===== src/bgd_pkg.sv =====
// bgd_pkg: shared types and constants of the button gesture detector
// no dependencies
`timescale 1ns / 1ps
package bgd_pkg;

    localparam int NUM_EVENTS   = 5;
    localparam int DEFAULT_LOG_DEPTH = 8;
    localparam logic [2:0] COUNT_MAX = 3'd7;

    localparam logic [2:0] REG_DEBOUNCE    = 3'd0;
    localparam logic [2:0] REG_PERS_MASK   = 3'd1;
    localparam logic [2:0] REG_PERS_DELAY  = 3'd2;
    localparam logic [2:0] REG_HOLD_MIN    = 3'd3;
    localparam logic [2:0] REG_TAP_MAX     = 3'd4;
    localparam logic [2:0] REG_DPRESS_MAX  = 3'd5;
    localparam logic [2:0] REG_DGAP_MAX    = 3'd6;

    localparam int EV_PRESS   = 0;
    localparam int EV_RELEASE = 1;
    localparam int EV_HOLD    = 2;
    localparam int EV_SINGLE  = 3;
    localparam int EV_DOUBLE  = 4;

    typedef struct packed {
        logic [31:0] now_ms;
        logic        raw_level;
    } bgd_in_t;

    typedef struct packed {
        logic        press_event;
        logic        release_event;
        logic        hold_event;
        logic        single_tap_event;
        logic        double_tap_event;
        logic [31:0] event_time_ms;
    } bgd_out_t;

    typedef struct packed {
        logic [15:0] debounce_ms;
        logic [4:0]  persistent_mask;
        logic [15:0] persistent_delay_ms;
        logic [15:0] hold_min_ms;
        logic [15:0] tap_max_ms;
        logic [15:0] double_press_max_ms;
        logic [15:0] double_gap_max_ms;
    } bgd_cfg_t;

    typedef enum logic [1:0] {
        ST_IDLE,
        ST_EVAL,
        ST_OUT
    } bgd_state_t;

endpackage


===== src/bgd_front.sv =====
// bgd_front: accepts polls and holds them in a two-entry queue
// depends on bgd_pkg
`timescale 1ns / 1ps
module bgd_front (
    input  logic             clk,
    input  logic             rst_n,
    input  logic             valid,
    output logic             stall,
    input  bgd_pkg::bgd_in_t in_item,
    output logic             q_valid,
    output bgd_pkg::bgd_in_t q_item,
    input  logic             q_pop
);
    import bgd_pkg::*;

    bgd_in_t    mem_reg [2];
    logic       wr_ptr_reg, rd_ptr_reg;
    logic [1:0] cnt_reg;
    logic       push;

    assign stall   = (cnt_reg == 2'd2);
    assign push    = valid && !stall;
    assign q_valid = (cnt_reg != 2'd0);
    assign q_item  = mem_reg[rd_ptr_reg];

    always_ff @(posedge clk)
    begin
        if (push)
        begin
            mem_reg[wr_ptr_reg] <= in_item;
        end
    end

    always_ff @(posedge clk or negedge rst_n)
    begin
        if (!rst_n)
        begin
            wr_ptr_reg <= 1'b0;
            rd_ptr_reg <= 1'b0;
            cnt_reg    <= 2'd0;
        end
        else
        begin
            if (push)
            begin
                wr_ptr_reg <= ~wr_ptr_reg;
            end
            if (q_pop)
            begin
                rd_ptr_reg <= ~rd_ptr_reg;
            end
            cnt_reg <= cnt_reg + {1'b0, push} - {1'b0, q_pop};
        end
    end

`ifndef SYNTHESIS
    a_no_pop_empty: assert property (@(posedge clk) disable iff (!rst_n)
        q_pop |-> q_valid) else $error("pop from empty queue");
    a_count_range: assert property (@(posedge clk) disable iff (!rst_n)
        cnt_reg != 2'd3) else $error("queue count overflow");
    a_full_stalls: assert property (@(posedge clk) disable iff (!rst_n)
        (cnt_reg == 2'd2) |-> !push) else $error("push into full queue");
`endif
endmodule


===== src/bgd_back.sv =====
// bgd_back: debounce log, counters and gesture matching, one event per cycle
// depends on bgd_pkg
`timescale 1ns / 1ps
module bgd_back #(
    parameter int LOG_DEPTH = bgd_pkg::DEFAULT_LOG_DEPTH
) (
    input  logic              clk,
    input  logic              rst_n,
    input  bgd_pkg::bgd_cfg_t cfg,
    input  logic              q_valid,
    input  bgd_pkg::bgd_in_t  q_item,
    output logic              q_pop,
    output logic              out_valid,
    input  logic              out_stall,
    output bgd_pkg::bgd_out_t out_item
);
    import bgd_pkg::*;

    bgd_state_t  state_reg, state_next;
    logic [2:0]  ev_reg;
    logic        log_level_reg [LOG_DEPTH];
    logic [31:0] log_stamp_reg [LOG_DEPTH];
    logic [2:0]  cnt_reg [NUM_EVENTS];
    logic [31:0] rep_reg [NUM_EVENTS];
    logic [NUM_EVENTS-1:0] hit_reg;
    logic [31:0] now_reg;
    logic        shift;
    logic        match;
    logic        gate;
    logic        pers;
    logic [2:0]  plen;
    logic        start;
    logic        last_ev;

    // debounce decision on the queue head
    assign shift = ((q_item.raw_level != log_level_reg[0]) &&
                    ((q_item.now_ms - log_stamp_reg[0]) >= {16'd0, cfg.debounce_ms}))
                   || (log_stamp_reg[0] == 32'd0);
    assign start   = (state_reg == ST_IDLE) && q_valid;
    assign last_ev = (ev_reg == 3'(NUM_EVENTS - 1));

    // entry k ok: level, min and max (k > 0 compares with newer entry)
    function automatic logic ent_ok(input logic lv, input logic [31:0] a,
                                    input logic [31:0] b, input logic newest,
                                    input logic want, input logic [31:0] mn,
                                    input logic [31:0] mx);
        logic ok;
        begin
            ok = (lv == want);
            if (newest)
            begin
                if ((a + mn) > b) ok = 1'b0;
            end
            else
            begin
                if ((a + mn) >= b) ok = 1'b0;
                if ((mx != 32'd0) && ((a + mx) <= b)) ok = 1'b0;
            end
            ent_ok = ok;
        end
    endfunction

    always_comb
    begin
        logic [31:0] hm, tm, dp, dg;
        hm = {16'd0, cfg.hold_min_ms};
        tm = {16'd0, cfg.tap_max_ms};
        dp = {16'd0, cfg.double_press_max_ms};
        dg = {16'd0, cfg.double_gap_max_ms};
        pers = cfg.persistent_mask[ev_reg];
        case (ev_reg)
            3'd0:
            begin
                plen  = 3'd2;
                match = ent_ok(log_level_reg[0], log_stamp_reg[0], now_reg, 1'b1,
                               1'b1, 32'd0, 32'd0)
                     && ent_ok(log_level_reg[1], log_stamp_reg[1], log_stamp_reg[0],
                               1'b0, 1'b0, 32'd0, 32'd0);
            end
            3'd1:
            begin
                plen  = 3'd2;
                match = ent_ok(log_level_reg[0], log_stamp_reg[0], now_reg, 1'b1,
                               1'b0, 32'd0, 32'd0)
                     && ent_ok(log_level_reg[1], log_stamp_reg[1], log_stamp_reg[0],
                               1'b0, 1'b1, 32'd0, 32'd0);
            end
            3'd2:
            begin
                plen  = 3'd2;
                match = ent_ok(log_level_reg[0], log_stamp_reg[0], now_reg, 1'b1,
                               1'b1, hm, 32'd0)
                     && ent_ok(log_level_reg[1], log_stamp_reg[1], log_stamp_reg[0],
                               1'b0, 1'b0, 32'd0, 32'd0);
            end
            3'd3:
            begin
                plen  = 3'd3;
                match = ent_ok(log_level_reg[0], log_stamp_reg[0], now_reg, 1'b1,
                               1'b0, 32'd0, 32'd0)
                     && ent_ok(log_level_reg[1], log_stamp_reg[1], log_stamp_reg[0],
                               1'b0, 1'b1, 32'd0, tm)
                     && ent_ok(log_level_reg[2], log_stamp_reg[2], log_stamp_reg[1],
                               1'b0, 1'b0, 32'd0, 32'd0);
            end
            3'd4:
            begin
                plen  = 3'd5;
                match = ent_ok(log_level_reg[0], log_stamp_reg[0], now_reg, 1'b1,
                               1'b0, 32'd0, 32'd0)
                     && ent_ok(log_level_reg[1], log_stamp_reg[1], log_stamp_reg[0],
                               1'b0, 1'b1, 32'd0, dp)
                     && ent_ok(log_level_reg[2], log_stamp_reg[2], log_stamp_reg[1],
                               1'b0, 1'b0, 32'd0, dg)
                     && ent_ok(log_level_reg[3], log_stamp_reg[3], log_stamp_reg[2],
                               1'b0, 1'b1, 32'd0, dp)
                     && ent_ok(log_level_reg[4], log_stamp_reg[4], log_stamp_reg[3],
                               1'b0, 1'b0, 32'd0, 32'd0);
            end
            default:
            begin
                plen  = 3'd7;
                match = 1'b0;
            end
        endcase
        gate = (cnt_reg[ev_reg] >= plen) ||
               (pers && ((now_reg - rep_reg[ev_reg]) >= {16'd0, cfg.persistent_delay_ms}));
    end

    always_comb
    begin
        state_next = state_reg;
        case (state_reg)
            ST_IDLE: if (q_valid) state_next = ST_EVAL;
            ST_EVAL: if (last_ev) state_next = ST_OUT;
            ST_OUT:  if (!out_stall) state_next = ST_IDLE;
            default: state_next = ST_IDLE;
        endcase
    end

    always_comb
    begin
        q_pop     = start;
        out_valid = (state_reg == ST_OUT);
        out_item.press_event      = hit_reg[EV_PRESS];
        out_item.release_event    = hit_reg[EV_RELEASE];
        out_item.hold_event       = hit_reg[EV_HOLD];
        out_item.single_tap_event = hit_reg[EV_SINGLE];
        out_item.double_tap_event = hit_reg[EV_DOUBLE];
        out_item.event_time_ms    = now_reg;
    end

    always_ff @(posedge clk)
    begin
        if (start)
        begin
            now_reg <= q_item.now_ms;
            hit_reg <= '0;
        end
        else if (state_reg == ST_EVAL)
        begin
            hit_reg[ev_reg] <= gate && match;
        end
    end

    always_ff @(posedge clk or negedge rst_n)
    begin
        if (!rst_n)
        begin
            state_reg <= ST_IDLE;
            ev_reg    <= 3'd0;
            for (int i = 0; i < LOG_DEPTH; i++)
            begin
                log_level_reg[i] <= 1'b0;
                log_stamp_reg[i] <= 32'd0;
            end
            for (int i = 0; i < NUM_EVENTS; i++)
            begin
                cnt_reg[i] <= 3'd1;
                rep_reg[i] <= 32'd0;
            end
        end
        else
        begin
            state_reg <= state_next;
            if (start)
            begin
                ev_reg <= 3'd0;
                if (shift)
                begin
                    for (int i = LOG_DEPTH - 1; i > 0; i--)
                    begin
                        log_level_reg[i] <= log_level_reg[i-1];
                        log_stamp_reg[i] <= log_stamp_reg[i-1];
                    end
                    log_level_reg[0] <= q_item.raw_level;
                    log_stamp_reg[0] <= q_item.now_ms;
                    for (int i = 0; i < NUM_EVENTS; i++)
                    begin
                        if (cnt_reg[i] < COUNT_MAX) cnt_reg[i] <= cnt_reg[i] + 3'd1;
                    end
                end
            end
            else if (state_reg == ST_EVAL)
            begin
                ev_reg <= ev_reg + 3'd1;
                if (gate && match)
                begin
                    if ((cnt_reg[ev_reg] == 3'd0) && pers) rep_reg[ev_reg] <= now_reg;
                    cnt_reg[ev_reg] <= (ev_reg == 3'(EV_SINGLE)) ? 3'd1 : 3'd0;
                end
            end
        end
    end

`ifndef SYNTHESIS
    a_eval_ev_range: assert property (@(posedge clk) disable iff (!rst_n)
        (state_reg == ST_EVAL) |-> (ev_reg < 3'(NUM_EVENTS))) else $error("event index");
    a_out_hold: assert property (@(posedge clk) disable iff (!rst_n)
        (out_valid && out_stall) |=> (out_valid && $stable(hit_reg)))
        else $error("result changed under stall");
    a_pop_idle: assert property (@(posedge clk) disable iff (!rst_n)
        q_pop |-> (state_reg == ST_IDLE)) else $error("pop while busy");
`endif
endmodule


===== src/button_gesture_detector.sv =====
// button gesture detector: a poll is dequeued, then its five events are checked in turn,
// then the result is shown; one poll at a time, so a new poll is taken only after
// the last result has been transferred, and any result stall holds the flow;
// the steps are set by the five-step event sequencer in the back end
// reset clears log and queue, sets the event counters to one and loads the register defaults
`timescale 1ns / 1ps
// top level: register file, input queue and matching back end
// depends on bgd_pkg, bgd_front, bgd_back
module button_gesture_detector #(
    parameter int LOG_DEPTH = bgd_pkg::DEFAULT_LOG_DEPTH
) (
    input  logic              clk,
    input  logic              rst_n,
    // input channel
    input  logic              in_valid,
    output logic              in_stall,
    input  bgd_pkg::bgd_in_t  in_data,
    // result channel
    output logic              out_valid,
    input  logic              out_stall,
    output bgd_pkg::bgd_out_t out_data,
    // configuration writes
    input  logic              cfg_we,
    input  logic [2:0]        cfg_index,
    input  logic [15:0]       cfg_wdata
);
    import bgd_pkg::*;

    bgd_cfg_t cfg_reg;
    logic     q_valid;
    logic     q_pop;
    bgd_in_t  q_item;

    // register file, writes beyond index six are dropped
    always_ff @(posedge clk or negedge rst_n)
    begin
        if (!rst_n)
        begin
            cfg_reg.debounce_ms         <= 16'd10;
            cfg_reg.persistent_mask     <= 5'd0;
            cfg_reg.persistent_delay_ms <= 16'd50;
            cfg_reg.hold_min_ms         <= 16'd1000;
            cfg_reg.tap_max_ms          <= 16'd999;
            cfg_reg.double_press_max_ms <= 16'd1999;
            cfg_reg.double_gap_max_ms   <= 16'd250;
        end
        else if (cfg_we)
        begin
            case (cfg_index)
                REG_DEBOUNCE:   cfg_reg.debounce_ms         <= cfg_wdata;
                REG_PERS_MASK:  cfg_reg.persistent_mask     <= cfg_wdata[4:0];
                REG_PERS_DELAY: cfg_reg.persistent_delay_ms <= cfg_wdata;
                REG_HOLD_MIN:   cfg_reg.hold_min_ms         <= cfg_wdata;
                REG_TAP_MAX:    cfg_reg.tap_max_ms          <= cfg_wdata;
                REG_DPRESS_MAX: cfg_reg.double_press_max_ms <= cfg_wdata;
                REG_DGAP_MAX:   cfg_reg.double_gap_max_ms   <= cfg_wdata;
                default: ;
            endcase
        end
    end

    // front end: transfer acceptance and short queue
    bgd_front u_front (
        .clk     (clk),
        .rst_n   (rst_n),
        .valid   (in_valid),
        .stall   (in_stall),
        .in_item (in_data),
        .q_valid (q_valid),
        .q_item  (q_item),
        .q_pop   (q_pop)
    );

    // back end: debounce log and gesture sequencer
    bgd_back #(.LOG_DEPTH(LOG_DEPTH)) u_back (
        .clk       (clk),
        .rst_n     (rst_n),
        .cfg       (cfg_reg),
        .q_valid   (q_valid),
        .q_item    (q_item),
        .q_pop     (q_pop),
        .out_valid (out_valid),
        .out_stall (out_stall),
        .out_item  (out_data)
    );

endmodule

===== config.mk =====
export PLATFORM = sky130hd
export DESIGN_NAME = button_gesture_detector
export DESIGN_NICKNAME = d
export VERILOG_FILES = /design/src/bgd_pkg.sv /design/src/bgd_front.sv /design/src/bgd_back.sv /design/src/button_gesture_detector.sv
export SDC_FILE = /design/constraint.sdc
export NUM_CORES = 2
export LEC_CHECK = 0
export ABC_CLOCK_PERIOD_IN_PS = 13500
export BUFFER_PORTS_ARGS = -buffer_cell sky130_fd_sc_hd__buf_4
export CAP_MARGIN = 20
export CORE_MARGIN = 2
export CORE_UTILIZATION = 35
export CTS_BUF_LIST = sky130_fd_sc_hd__clkbuf_2 sky130_fd_sc_hd__clkbuf_4 sky130_fd_sc_hd__clkbuf_8
export DETAILED_ROUTE_END_ITERATION = 10
export GPL_ROUTABILITY_DRIVEN = 1
export MAX_ROUTING_LAYER = met4
export SLEW_MARGIN = 20
export SYNTH_ARGS = -nofsm -noshare
export SYNTH_HDL_FRONTEND = slang
export SYNTH_SLANG_ARGS = --single-unit
export TNS_END_PERCENT = 5

===== constraint.sdc =====
create_clock -name clk -period 13.5 [get_ports clk]
set_input_delay 1.35 -clock clk [delete_from_list [all_inputs] [get_ports clk]]
set_output_delay 1.35 -clock clk [all_outputs]
set_load 0.03 [all_outputs]

==> impl_metrics.yaml <==
run_status:
  status: "finished clean"
yosys:
  synth_top_family_by_area: "adder cells"
  syn_nets: 4463
  ys_seq_area_share_pct: 36.6
  async_flop_share_pct: 81.4
  synth_cell_type_count: 92
  post-synth-top-count-cell: "ha_1"
  synth_flop_cell: "dfrtp_1"
  synth-edff-count: 98
  synthTopCellsByArea: "dfrtp_1 (26%), ha_1 (16%), edfxtp_1 (7.5%), mux2_4 (4.6%), mux2_2 (4.1%)"
  synthCells: 3890
  synth.avg_cell_area_um2: 10.1
  synth_top_area_share_pct: 26.2
  muxShareOfSynthArea_pct: 10.9
  synth_xor_area_share_pct: 4.11
  synth_compound_area_share_pct: 15.0
  yosysTopAreaCell: "dfrtp_1"
  synthAdderAreaFrac_pct: 16.6
  synth_warnings: 0
  ys_ff_latch: 553
  synth_simple_gate_area_share_pct: 12.9
  ys_top_cells_by_count: "ha_1 (509), dfrtp_1 (411), nand2_1 (375)"
  syn-cell-area_um2: 39200
routing:
  ant_nets: 0
  drc: 0
  viasPerCell: 5.40
  dr.pass1.iters: 5
  post_drt_wl_per_cell_um: 20.5
  dr_total_vias: 30100
  drt_wl_total_um: 114000
  drt_iter0_markers: 1822
clock_tree:
  post-cts-setup-buffers: 0
  cts_tree: "yes"
  cts_max_path_buffers: 3
  ctsHoldBuffers: 0
  clock_sinks: 553
  cts_max_level: 3
  root_buffer: "clkbuf_8"
  numCtsBuffers: 100
  clk_pin_slew_ns: 0.06
  cts-resized-gates: 0
  clk_latency_ns: 0.78
die:
  die_h_um: 339
  initial_utilization_pct: 35.4
  die_w_um: 339
  core-area_um2: 111000
  num_rows: 122
  die_area_um2: 115000
  io_pins: 96
power_and_ir_drop:
  pwr-share-comb_pct: 57.8
  clkPwrFrac_pct: 16.1
  p_total_mw: 10.8
  p_switching_mw: 5.09
  pwr-share-seq_pct: 26.1
  powerDensity_nw_per_um2: 247
  vdd.ir_drop.worst_uv: 113
  internal_power_mw: 5.69
  p_leak_nw: 19.3
  p_sw_share_pct: 47.2
sta:
  period_share_pct: 65.8
  max_freq_mhz: 113
  slew_headroom_pct: 28.4
  layout_setup_ws_ns: 4.62
  setup_tns_ns: 0
  report.final.slew_viol_count: 0
  rsz0062_at_grt: "false"
  finalSetupViolations: 0
  tightestPinTransition_ns: 1.07
  hold_viol: 0
  skew_ns: 0.0544
  min_period_ns: 8.88
  holdWs_ns: 0.479
hold_path:
  min_path_type: "flop to flop"
  hp-start: "u_back.hit_reg[1]"
final_layout:
  drive_above_1_share_pct: 16.8
  fin_area_um2: 43700
  final_cells: 5565
  area_delta_synth_final_pct: 11.4
  fin_util_pct: 39.4
  nets: 4564
  fillers: 10900
placement:
  dpl.hpwl_um: 87900
  dp.cells: 5375
  place_worst_setup_slack_ns: 4.45
  postPlaceCellArea_um2: 41500
  place.gp.congestion: 0.960
  portBuffers: 95
grt:
  grt_pass1_wl_um: 178000
  track_usage_pct: 20.2
  grt_pass1_vias: 30300
  overflow: 0
  grt_max_degree: 149
  antenna_found_initial: 3
setup_path:
  crit_path_start: "cfg_reg[16]"
  cp-start-kind: "flop"
  arrival_ns: 9.54
  crit_type: "flop to flop"
  required_ns: 14.15
  end_kind: "flop"
  cp_max_fo: 32
  r2r-start: "cfg_reg[16]"
job:
  drv_cap: 0
[worst max-delay path, stage by stage, from the launching register on]
cell and delay [ns]:
dfstp_2 0.58, ha_1 0.18, inv_1 0.05, fa_1 0.39, nor2b_1 0.12, o21ai_0 0.10
a21boi_0 0.26, o21a_1 0.16, o21ai_0 0.11, a21oi_1 0.23, nor3_1 0.15, o31a_1 0.32
o21ai_1 0.53, nand2_1 0.14, xnor2_1 0.17, ha_1 0.32, nand4_1 0.11, nor3_1 0.37
nor4b_1 0.78, nor3b_1 0.26, a211oi_1 0.07, a21oi_1 0.41, o2111ai_1 0.47, a311oi_1 0.79
nand3_4 0.41, nor3_4 0.27, buf_4 0.54, mux2_2 0.40
[cells in the final DEF, fill, tap and decap left out, types with 17 or more instances in the layout]
cell type	synthesis	routed
and4_1	20	20
ha_1	509	509
o211ai_1	28	28
nand3_1	86	85
and3_1	43	41
o21bai_1	20	20
a21boi_0	17	17
a21oi_1	214	214
a21o_1	69	69
buf_4	1	116
dfstp_2	39	39
xor2_1	26	26
nand2_1	375	375
a211oi_1	43	43
edfxtp_1	98	98
nand4_1	88	88
inv_1	260	259
nor2b_1	29	29
nand2b_1	29	29
or3_1	22	22
o21a_1	34	34
nor4_1	38	38
xnor2_1	158	158
nor2_1	135	134
o21ai_0	315	315
mux2_2	142	142
clkbuf_4	0	37
nor3_1	66	64
mux4_2	36	36
mux2_4	120	120
a22oi_1	33	33
dfrtp_1	411	408
clkbuf_8	0	125
[final cells by class]
cell class / count / area (µm²) / area share [%]
Timing Repair Buffer: 121 / 940 / 2.15
Inverter: 263 / 987 / 2.26
Antenna cell: 4 / 10.0 / 0.0229
Multi-Input combinational cell: 2952 / 23400 / 53.4
Clock inverter: 22 / 210 / 0.481
Sequential cell: 553 / 14400 / 32.8
Clock buffer: 162 / 2000 / 4.57
Tap cell: 1488 / 1860 / 4.26
[power groups by stage]
stage	clock network, mW	logic, mW	registers [mW]
after floorplan	0	4.51	2.59
after global placement	0	6.12	2.82
after detailed placement	0	6.20	2.82
after CTS	1.79	6.24	2.80
after global routing	1.86	7.01	2.87
final	1.74	6.23	2.81
[logic make-up after synthesis]
logic type | Yosys count
and+or+nand+nor | 1011
AOI/OAI and AO/OA | 937
DFF | 553
adders and majority gates | 516
buffers and inverters | 385
muxes | 304
xor gates and xnor gates | 184
[metal layers]
layer	track usage, %	share of wire (%)	routed length, µm
met1	26.2	46	52800
met2	33.0	47	54000
met4	6.14	2.7	3120
met5	-	0	0
met3	2.36	3.5	3950
[final timing paths]
kind,end,slack (ns),cells past startpoint
max,u_back.rep_reg[64],4.62,27
min,u_back.hit_reg[1],0.48,2
max reg2reg,u_back.rep_reg[64],4.62,27
min reg2reg,u_back.hit_reg[1],0.48,2
max in group asynchronous,u_back.rep_reg[82],10.56,3
min in group asynchronous,u_back.log_stamp_reg[108],0.59,1
Note: power is estimated with default switching activity, not from simulation.
